## config.mk

```make
export PLATFORM = sky130hd
export DESIGN_NAME = md5_digest
export DESIGN_NICKNAME = d
export VERILOG_FILES = /design/src/design/md5_pkg.sv /design/src/design/md5_ram.sv /design/src/design/md5_digest.sv
export SDC_FILE = /design/constraint.sdc
export NUM_CORES = 2
export LEC_CHECK = 0
export ABC_AREA = 1
export BUFFER_PORTS_ARGS = -buffer_cell sky130_fd_sc_hd__buf_2
export CAP_MARGIN = 20
export CORE_MARGIN = 2
export CORE_UTILIZATION = 43
export CTS_BUF_LIST = sky130_fd_sc_hd__clkbuf_4
export CTS_CLUSTER_SIZE = 24
export DETAILED_ROUTE_END_ITERATION = 10
export HOLD_SLACK_MARGIN = 0.06
export MAX_ROUTING_LAYER = met4
export PLACE_DENSITY = 0.58
export SLEW_MARGIN = 20
export SYNTH_ARGS = -nofsm -noshare
export SYNTH_HDL_FRONTEND = slang
export SYNTH_HIERARCHICAL = 1
export SYNTH_SLANG_ARGS = --single-unit
```

## constraint.sdc

```tcl
create_clock -name clk -period 15.33 [get_ports clk]
set_input_delay 0.7665 -clock clk [delete_from_list [all_inputs] [get_ports clk]]
set_output_delay 0.7665 -clock clk [all_outputs]
set_load 0.02 [all_outputs]
```

## src/design/md5_pkg.sv

```systemverilog
// md5_pkg: shared constants, types and step tables for the md5_digest block
// no dependencies
package md5_pkg;

	localparam int WordWidth   = 32;
	localparam int BlockDepth  = 16;
	localparam int StepCount   = 64;

	localparam logic [31:0] InitA = 32'h67452301;
	localparam logic [31:0] InitB = 32'hefcdab89;
	localparam logic [31:0] InitC = 32'h98badcfe;
	localparam logic [31:0] InitD = 32'h10325476;
	localparam logic [7:0]  PadByte = 8'h80;

	typedef enum logic [5:0] {
		ST_IDLE  = 6'b000001,
		ST_PAD   = 6'b000010,
		ST_LEN   = 6'b000100,
		ST_STEP  = 6'b001000,
		ST_ADD   = 6'b010000,
		ST_OUT   = 6'b100000
	} state_t;

	function automatic logic [31:0] sine_k(input logic [5:0] i);
		logic [31:0] t [64];
		t = '{
			32'hd76aa478, 32'he8c7b756, 32'h242070db, 32'hc1bdceee,
			32'hf57c0faf, 32'h4787c62a, 32'ha8304613, 32'hfd469501,
			32'h698098d8, 32'h8b44f7af, 32'hffff5bb1, 32'h895cd7be,
			32'h6b901122, 32'hfd987193, 32'ha679438e, 32'h49b40821,
			32'hf61e2562, 32'hc040b340, 32'h265e5a51, 32'he9b6c7aa,
			32'hd62f105d, 32'h02441453, 32'hd8a1e681, 32'he7d3fbc8,
			32'h21e1cde6, 32'hc33707d6, 32'hf4d50d87, 32'h455a14ed,
			32'ha9e3e905, 32'hfcefa3f8, 32'h676f02d9, 32'h8d2a4c8a,
			32'hfffa3942, 32'h8771f681, 32'h6d9d6122, 32'hfde5380c,
			32'ha4beea44, 32'h4bdecfa9, 32'hf6bb4b60, 32'hbebfbc70,
			32'h289b7ec6, 32'heaa127fa, 32'hd4ef3085, 32'h04881d05,
			32'hd9d4d039, 32'he6db99e5, 32'h1fa27cf8, 32'hc4ac5665,
			32'hf4292244, 32'h432aff97, 32'hab9423a7, 32'hfc93a039,
			32'h655b59c3, 32'h8f0ccc92, 32'hffeff47d, 32'h85845dd1,
			32'h6fa87e4f, 32'hfe2ce6e0, 32'ha3014314, 32'h4e0811a1,
			32'hf7537e82, 32'hbd3af235, 32'h2ad7d2bb, 32'heb86d391};
		return t[i];
	endfunction

	function automatic logic [4:0] rot_s(input logic [5:0] i);
		logic [4:0] r;
		case ({i[5:4], i[1:0]})
			4'h0: r = 5'd7;   4'h1: r = 5'd12;  4'h2: r = 5'd17;  4'h3: r = 5'd22;
			4'h4: r = 5'd5;   4'h5: r = 5'd9;   4'h6: r = 5'd14;  4'h7: r = 5'd20;
			4'h8: r = 5'd4;   4'h9: r = 5'd11;  4'ha: r = 5'd16;  4'hb: r = 5'd23;
			4'hc: r = 5'd6;   4'hd: r = 5'd10;  4'he: r = 5'd15;  4'hf: r = 5'd21;
			default: r = 5'd0;
		endcase
		return r;
	endfunction

	// message word index used by step i
	function automatic logic [3:0] msg_index(input logic [5:0] i);
		logic [3:0] g;
		case (i[5:4])
			2'd0: g = i[3:0];
			2'd1: g = 4'(({2'b0, i[3:0]} * 6'd5) + 6'd1);
			2'd2: g = 4'(({2'b0, i[3:0]} * 6'd3) + 6'd5);
			2'd3: g = 4'({2'b0, i[3:0]} * 6'd7);
			default: g = 4'd0;
		endcase
		return g;
	endfunction

endpackage

```

## src/design/md5_ram.sv

```systemverilog
// md5_ram: generic single-port-write, one-read synchronous RAM, registered read
// no dependencies
module md5_ram #(
	parameter int Width = 32,
	parameter int Depth = 16
) (
	input  logic                     clk,
	input  logic                     wr_en,
	input  logic [$clog2(Depth)-1:0] wr_addr,
	input  logic [Width-1:0]         wr_data,
	input  logic [$clog2(Depth)-1:0] rd_addr,
	output logic [Width-1:0]         rd_data
);
	logic [Width-1:0] mem_q [Depth];

	always_ff @(posedge clk) begin
		if (wr_en) begin
			mem_q[wr_addr] <= wr_data;
		end
		rd_data <= mem_q[rd_addr];
	end
endmodule

```

## src/design/md5_digest.sv

```systemverilog
// md5_digest: streaming MD5 hash, top level
// depends on md5_pkg and md5_ram
//
// usage
//  - input channel (data_byte, byte_present, end_of_message, valid/ready):
//    one message byte per transfer; end_of_message closes the message, and a
//    transfer with byte_present low and the end mark hashes what came so far
//  - output channel (digest_word, word_number, final_word, valid/ready):
//    four transfers A, B, C, D per message, final_word high on D
//  - rate: a byte that does not fill a block is kept in the partial word
//    register or written to the block memory, and ready stays high; a byte
//    that fills a block adds the 64-step compression, one step per cycle
//    through the block memory read port, plus the first read fetch and the
//    chaining add
//  - end of message: zero fill runs one word per cycle, the length is written
//    as two words, then one or two compressions, then the four digest words
//  - the block memory has one read port; a partial word is built in a
//    register and only written when complete, so no read-modify-write races
//  - reset loads the initial chaining words and clears bit count and byte position at once
//  - a stalled receiver holds the output register; no input is taken until
//    all four digest words are transferred
module md5_digest (
	input  logic        clk,
	input  logic        arst_n,
	input  logic        in_valid,
	output logic        in_ready,
	input  logic [7:0]  data_byte,
	input  logic        byte_present,
	input  logic        end_of_message,
	output logic        out_valid,
	input  logic        out_ready,
	output logic [31:0] digest_word,
	output logic [1:0]  word_number,
	output logic        final_word
);
	import md5_pkg::*;

	localparam int AW = $clog2(BlockDepth);

	state_t      state_q;
	logic [31:0] ca_q, cb_q, cc_q, cd_q;       // chaining words
	logic [31:0] a_q, b_q, c_q, d_q;           // working words
	logic [63:0] bit_count_q, len_q;
	logic [5:0]  pos_q;                        // byte position in block
	logic [23:0] part_q;                       // lower lanes of current word
	logic [5:0]  step_q;
	logic        step_rd_q;                    // read data valid for step_q
	logic        last_q;                       // block being compressed is final
	logic        len_hi_q;
	logic [1:0]  out_cnt_q;
	logic        pad_first_q;                  // next pad word carries 0x80
	logic        pad_more_q;                   // pad block compressed, length block follows

	logic          wr_en;
	logic [AW-1:0] wr_addr, rd_addr;
	logic [31:0]   wr_data, rd_data;

	md5_ram #(.Width(WordWidth), .Depth(BlockDepth)) u_block (
		.clk(clk), .wr_en(wr_en), .wr_addr(wr_addr), .wr_data(wr_data),
		.rd_addr(rd_addr), .rd_data(rd_data)
	);

	assign in_ready = (state_q == ST_IDLE);
	logic take;
	assign take = in_valid && in_ready;

	// step datapath
	logic [31:0] f, sum, rot;
	logic [4:0]  sh;
	always_comb begin
		case (step_q[5:4])
			2'd0: f = (b_q & c_q) | (~b_q & d_q);
			2'd1: f = (b_q & d_q) | (c_q & ~d_q);
			2'd2: f = b_q ^ c_q ^ d_q;
			default: f = c_q ^ (b_q | ~d_q);
		endcase
		sum = a_q + f + rd_data + sine_k(step_q);
		sh  = rot_s(step_q);
		rot = (sum << sh) | (sum >> (6'd32 - {1'b0, sh}));
	end

	// memory port control
	always_comb begin
		wr_en   = 1'b0;
		wr_addr = pos_q[5:2];
		wr_data = {8'h00, part_q};
		rd_addr = step_q[5:0] == 6'd0 ? msg_index(6'd0) : msg_index(step_q);
		case (state_q)
			ST_IDLE: begin
				if (take && byte_present && pos_q[1:0] == 2'd3) begin
					wr_en   = 1'b1;
					wr_data = {data_byte, part_q};
				end
			end
			ST_PAD: begin
				// first pad word carries the partial word plus 0x80
				wr_en = 1'b1;
				case (pos_q[1:0])
					2'd0: wr_data = {24'h0, PadByte};
					2'd1: wr_data = {16'h0, PadByte, part_q[7:0]};
					2'd2: wr_data = {8'h0, PadByte, part_q[15:0]};
					default: wr_data = {PadByte, part_q};
				endcase
				// later pad words are zero fill
				if (!pad_first_q) begin
					wr_data = 32'h0;
				end
			end
			ST_LEN: begin
				wr_en   = 1'b1;
				wr_addr = len_hi_q ? 4'(15) : 4'(14);
				wr_data = len_hi_q ? len_q[63:32] : len_q[31:0];
			end
			ST_STEP: rd_addr = msg_index(step_rd_q ? step_q + 6'd1 : step_q);
			default: ;
		endcase
	end

	always_ff @(posedge clk or negedge arst_n) begin
		if (!arst_n) begin
			state_q     <= ST_IDLE;
			ca_q <= InitA; cb_q <= InitB; cc_q <= InitC; cd_q <= InitD;
			bit_count_q <= '0;
			pos_q       <= '0;
			step_q      <= '0;
			step_rd_q   <= 1'b0;
			last_q      <= 1'b0;
			len_hi_q    <= 1'b0;
			out_cnt_q   <= '0;
			out_valid   <= 1'b0;
			pad_first_q <= 1'b0;
			pad_more_q  <= 1'b0;
		end else begin
			case (state_q)
				ST_IDLE: begin
					if (take) begin
						if (byte_present) begin
							case (pos_q[1:0])
								2'd0: part_q[7:0]   <= data_byte;
								2'd1: part_q[15:8]  <= data_byte;
								2'd2: part_q[23:16] <= data_byte;
								default: part_q     <= '0;
							endcase
							bit_count_q <= bit_count_q + 64'd8;
							pos_q       <= pos_q + 6'd1;
						end
						len_q <= bit_count_q + (byte_present ? 64'd8 : 64'd0);
						last_q <= 1'b0;
						step_q <= '0;
						step_rd_q <= 1'b0;
						if (byte_present && pos_q == 6'd63) begin
							state_q <= ST_STEP;
							pad_first_q <= end_of_message;
						end else if (end_of_message) begin
							state_q     <= ST_PAD;
							pad_first_q <= 1'b1;
						end
						a_q <= ca_q; b_q <= cb_q; c_q <= cc_q; d_q <= cd_q;
					end
				end
				ST_PAD: begin
					// writes word pos_q[5:2]; the 0x80 word first, then zeros
					part_q      <= '0;
					pad_first_q <= 1'b0;
					pos_q       <= {pos_q[5:2] + 4'd1, 2'b00};
					if (pos_q[5:2] == 4'd13) begin
						state_q  <= ST_LEN;
						len_hi_q <= 1'b0;
						len_q    <= len_q;
					end else if (pos_q[5:2] == 4'd15) begin
						// 0x80 or fill reached the end: compress, pad again
						state_q <= ST_STEP;
						step_q  <= '0;
						step_rd_q <= 1'b0;
						pad_more_q <= 1'b1;
						a_q <= ca_q; b_q <= cb_q; c_q <= cc_q; d_q <= cd_q;
					end
				end
				ST_LEN: begin
					len_hi_q <= 1'b1;
					if (len_hi_q) begin
						state_q   <= ST_STEP;
						last_q    <= 1'b1;
						step_q    <= '0;
						step_rd_q <= 1'b0;
						pos_q     <= '0;
						a_q <= ca_q; b_q <= cb_q; c_q <= cc_q; d_q <= cd_q;
					end
				end
				ST_STEP: begin
					if (!step_rd_q) begin
						step_rd_q <= 1'b1;
					end else begin
						a_q <= d_q; d_q <= c_q; c_q <= b_q;
						b_q <= b_q + rot;
						step_q <= step_q + 6'd1;
						if (step_q == 6'd63) state_q <= ST_ADD;
					end
				end
				ST_ADD: begin
					ca_q <= ca_q + a_q; cb_q <= cb_q + b_q;
					cc_q <= cc_q + c_q; cd_q <= cd_q + d_q;
					step_q <= '0;
					step_rd_q <= 1'b0;
					pad_more_q <= 1'b0;
					if (last_q) begin
						state_q   <= ST_OUT;
						out_cnt_q <= '0;
						out_valid <= 1'b1;
					end else if (pad_first_q || pad_more_q) begin
						// message end pending after a full block or a pad block
						state_q <= ST_PAD;
						pos_q   <= '0;
						a_q <= ca_q + a_q; b_q <= cb_q + b_q;
						c_q <= cc_q + c_q; d_q <= cd_q + d_q;
					end else begin
						state_q <= ST_IDLE;
					end
				end
				ST_OUT: begin
					if (out_ready) begin
						out_cnt_q <= out_cnt_q + 2'd1;
						if (out_cnt_q == 2'd3) begin
							out_valid   <= 1'b0;
							state_q     <= ST_IDLE;
							ca_q <= InitA; cb_q <= InitB; cc_q <= InitC; cd_q <= InitD;
							bit_count_q <= '0;
							pos_q       <= '0;
						end
					end
				end
				default: state_q <= ST_IDLE;
			endcase
		end
	end

	always_comb begin
		case (out_cnt_q)
			2'd0: digest_word = ca_q;
			2'd1: digest_word = cb_q;
			2'd2: digest_word = cc_q;
			default: digest_word = cd_q;
		endcase
		word_number = out_cnt_q;
		final_word  = (out_cnt_q == 2'd3);
	end

`ifndef SYNTH
	a_no_in_during_out: assert property (@(posedge clk) disable iff (!arst_n)
		out_valid |-> !in_ready) else $error("input taken while digest pending");
	a_out_state: assert property (@(posedge clk) disable iff (!arst_n)
		out_valid |-> state_q == ST_OUT) else $error("digest valid outside output");
	a_last_word: assert property (@(posedge clk) disable iff (!arst_n)
		out_valid && out_ready && final_word |=> !out_valid)
		else $error("digest ran past word D");
`endif

endmodule

```

==> key figures <==
Job
  – Number of max-cap violations: 0

Layout
  – Fin nets: 8535
  – # fillers: 14727
  – Layout cells sized above 1: 9.45%
  – Area grow syn2layout: 9.15%
  – Multi-input logic area: 30000 µm²
  – Total area of sequential cells: 27900 µm²

Timing
  – RSZ-0062 raised after global routing: false
  – Fin crit share: 70.6%
  – Setup violators final: 0
  – Worst-Margin Slew: 1.26 ns
  – Final setup skew: 0.114 ns
  – Slew margin rel.: 15.0%
  – Final min period: 10.82 ns
  – Final Hold Viols: 0
  – Max-slew violations: 0
  – TNS Setup: 0 ns
  – Fmax: 92.4 MHz
  – Hold slack: 0.182 ns

Power
  – Peak supply drop: 177 µV
  – Comb pwr share: 63.2%
  – Net Sw Frac: 53.1%
  – Seq pwr share: 22.6%
  – Sw Pwr: 0.00906 W
  – PD cells: 245 nW/µm²
  – P_int: 0.00800 W
  – Clock Power Share: 14.2%
  – Leakage: 30.9 nW

Detailed routing
  – First-iteration detailed-routing DRC count: 6037
  – Avg WL per Cell: 24.4 µm
  – Routed vias/inst: 5.69
  – Vias: 58793
  – Overall routed net length: 252 mm
  – Number of antenna-violating nets in the routed design: 0
  – First drt pass iteration count: 7
  – Drc violations: 0

Synthesis
  – Biggest area consumer among synthesized cells: edfxtp_1
  – Post-synthesis sequential element count: 972
  – Post-Syn Area: 63900 µm²
  – Top_reg_cell synth: edfxtp_1
  – Top cells by area, synth: edfxtp_1, nand2_1, inv_1, nand3_1, dfrtp_1
  – Top-area cell type share of the netlist area: 34.1%
  – Syn Nets: 8374
  – Post-Synthesis Cells: 8040
  – Synth Warn #: 6
  – EDFF count, synth: 725
  – Seq/Total Area, Yosys: 43.7%
  – Number of library cell types mapped by synthesis: 76
  – Synth Area per Inst: 7.94 µm²
  – Asr flop ratio synth: 22.1%

Clock tree
  – Worst-path clk slew: 0.06 ns
  – Clock Tree Root: clkbuf_4
  – CTS tree: done
  – Clock Sinks: 972
  – Clk buf depth: 4
  – H-tree levels: 5
  – # hold bufs at CTS: 16
  – Number of setup buffers added after CTS: 0
  – Cts repair resizes: 0
  – Clk Latency, worst-skew pair: 1.29 ns
  – CTS buffer count: 291

Setup path
  – WS Path Type: reg2reg
  – Slowest cell on the critical path: ha_1
  – CP startpoint kind: flip-flop
  – CP endpoint kind: flip-flop
  – R2R setup slack: 4.51 ns
  – Worst Path Max Fanout: 14
  – RR Endpoint: b_q[28]$_DFFE_PP_
  – Worst r2r path cells: 42
  – Critical Path RT: 16.33 ns
  – Delay-heaviest family, CP: simple AND/OR/NAND/NOR gates
  – WP buf/inv: 6
  – Slowest stage delay, CP: 0.91 ns
  – Reg2reg start: step_q[0]$_DFFE_PN0P_
  – Critical Path AT: 11.82 ns

GRT
  – GRT Total Usage: 33.7%
  – Layer with the highest usage: met2
  – Met3 Track Usage GR: 6.18%
  – Grt met1 use: 41.8%
  – Initial antenna violation count: 15
  – First-pass GRT wire length: 369 mm
  – Pin count of the biggest net entering global routing: 173
  – Met2 Usage GRT: 52.9%
  – Vias in the first global route: 56571
  – Total gr overflow: 0

Die
  – Width of the die: 389 µm
  – Die Ht: 389 µm
  – Effective utilization at floorplan: 43.2%
  – Std-Cell Rows: 141
  – Core Region: 148000 µm²
  – Die area: 152000 µm²
  – I/O Pins: 51

Placement
  – Port Buffers: 50
  – Post-DP HPWL: 178 mm
  – GP Congestion: 1.03

Run status
  – Outcome: completed

Hold path
  – Hold Path Class: in2async
worst max path at each step:
stage | endpoint | start | cells after the start
after floorplan | b_q[26]$_DFFE_PP_ | step_q[0]$_DFFE_PN0P_ | 47
after global placement | b_q[28]$_DFFE_PP_ | step_q[0]$_DFFE_PN0P_ | 42
after detailed placement | b_q[28]$_DFFE_PP_ | step_q[0]$_DFFE_PN0P_ | 42
after CTS | b_q[28]$_DFFE_PP_ | step_q[0]$_DFFE_PN0P_ | 42
after global routing | b_q[28]$_DFFE_PP_ | step_q[0]$_DFFE_PN0P_ | 42
final | b_q[28]$_DFFE_PP_ | step_q[0]$_DFFE_PN0P_ | 42
layout make-up:
type	instances	share of cell area (%)
multi-input cells	5518	43.1
flip-flops and latches	972	40.0
inverters	1261	6.82
clock buffers	434	4.67
well taps	1930	3.46
repair buffers	157	1.58
clock inverters	47	0.300
diodes	15	0.0539
cells by family (layout without fill, tap and decap cells):
family                     Yosys count  count (layout)  synth area share, %
adders and majority gates          320             320                 7.14
muxes                                1               1               0.0157
AOI/OAI and AO/OA                 1463            1463                 13.5
xor gates and xnor gates           146             146                 2.04
DFF                                972             972                 43.7
buffers and inverters             1550            1899                 9.69
and+or+nand+nor                   3588            3588                 23.9
other                                0              15                    0
stage by stage:
stage,power (W),setup WS [ns],util [%],instance area (µm²),instances
global route,0.0184,3.63,47.2,69700,10332
CTS,0.0170,4.64,47.2,69600,10318
global placement,0.0145,4.61,44.7,66000,9821
floorplan,0.0108,7.94,-,63900,8040
detailed placement,0.0145,4.65,44.7,66000,9821
finish,0.0171,4.51,47.2,69700,10334
power groups by stage:
| stage | sequential [W] | combinational (W) | clock (W) |
|---|---|---|---|
| floorplan | 0.00369 | 0.00712 | 0 |
| global placement | 0.00389 | 0.0106 | 0 |
| detailed placement | 0.00389 | 0.0106 | 0 |
| CTS | 0.00384 | 0.0106 | 0.00248 |
| global route | 0.00388 | 0.0119 | 0.00262 |
| finish | 0.00386 | 0.0108 | 0.00242 |
placed cells by master, fill, tap and decap left out, drive strengths merged, types with 150 or more instances in the layout:
master	instances
nor2	457
ha	246
nand2	2019
a21oi	428
clkbuf	435
o21ai	604
nand3	832
edfxtp	725
inv	1258
dfrtp	150
routing by layer:
metal  up-vias  share of wire (%)
met5         -                  0
met4         0                5.4
met3       564                8.0
met2      2701                 46
met1     27993                 40
li1      27535                  -
synthesized netlist by cell type (all sizes together) (4+ instances only):
cell type / instances
o2111ai: 12
a211oi: 12
nor2: 457
or2: 42
ha: 246
fa: 74
dfstp: 65
nand3b: 11
xor2: 105
o21bai: 11
a21boi: 8
o211ai: 62
a22oi: 35
o22ai: 38
nand4: 67
o311ai: 6
o21ai: 604
inv: 1257
nand3: 832
edfxtp: 725
nand2: 2019
clkbuf: 150
clkinv: 4
o21a: 22
nor3: 88
a31oi: 25
a21oi: 428
a221oi: 34
o221ai: 105
buf: 139
xnor2: 41
o32ai: 10
dfrtp: 150
a21o: 19
dfxtp: 32
a32oi: 7
nor4: 63
o31ai: 14
registers in the layout, summed over array words and instances (netlist names), 32 cells and up:
name             count
u_block/mem_q      512
bit_count_q         61
len_q               61
a_q                 32
b_q                 32
c_q                 32
ca_q                32
cb_q                32
cc_q                32
cd_q                32
d_q                 32
u_block/rd_data     32
Power figures use the tool's default switching activity.
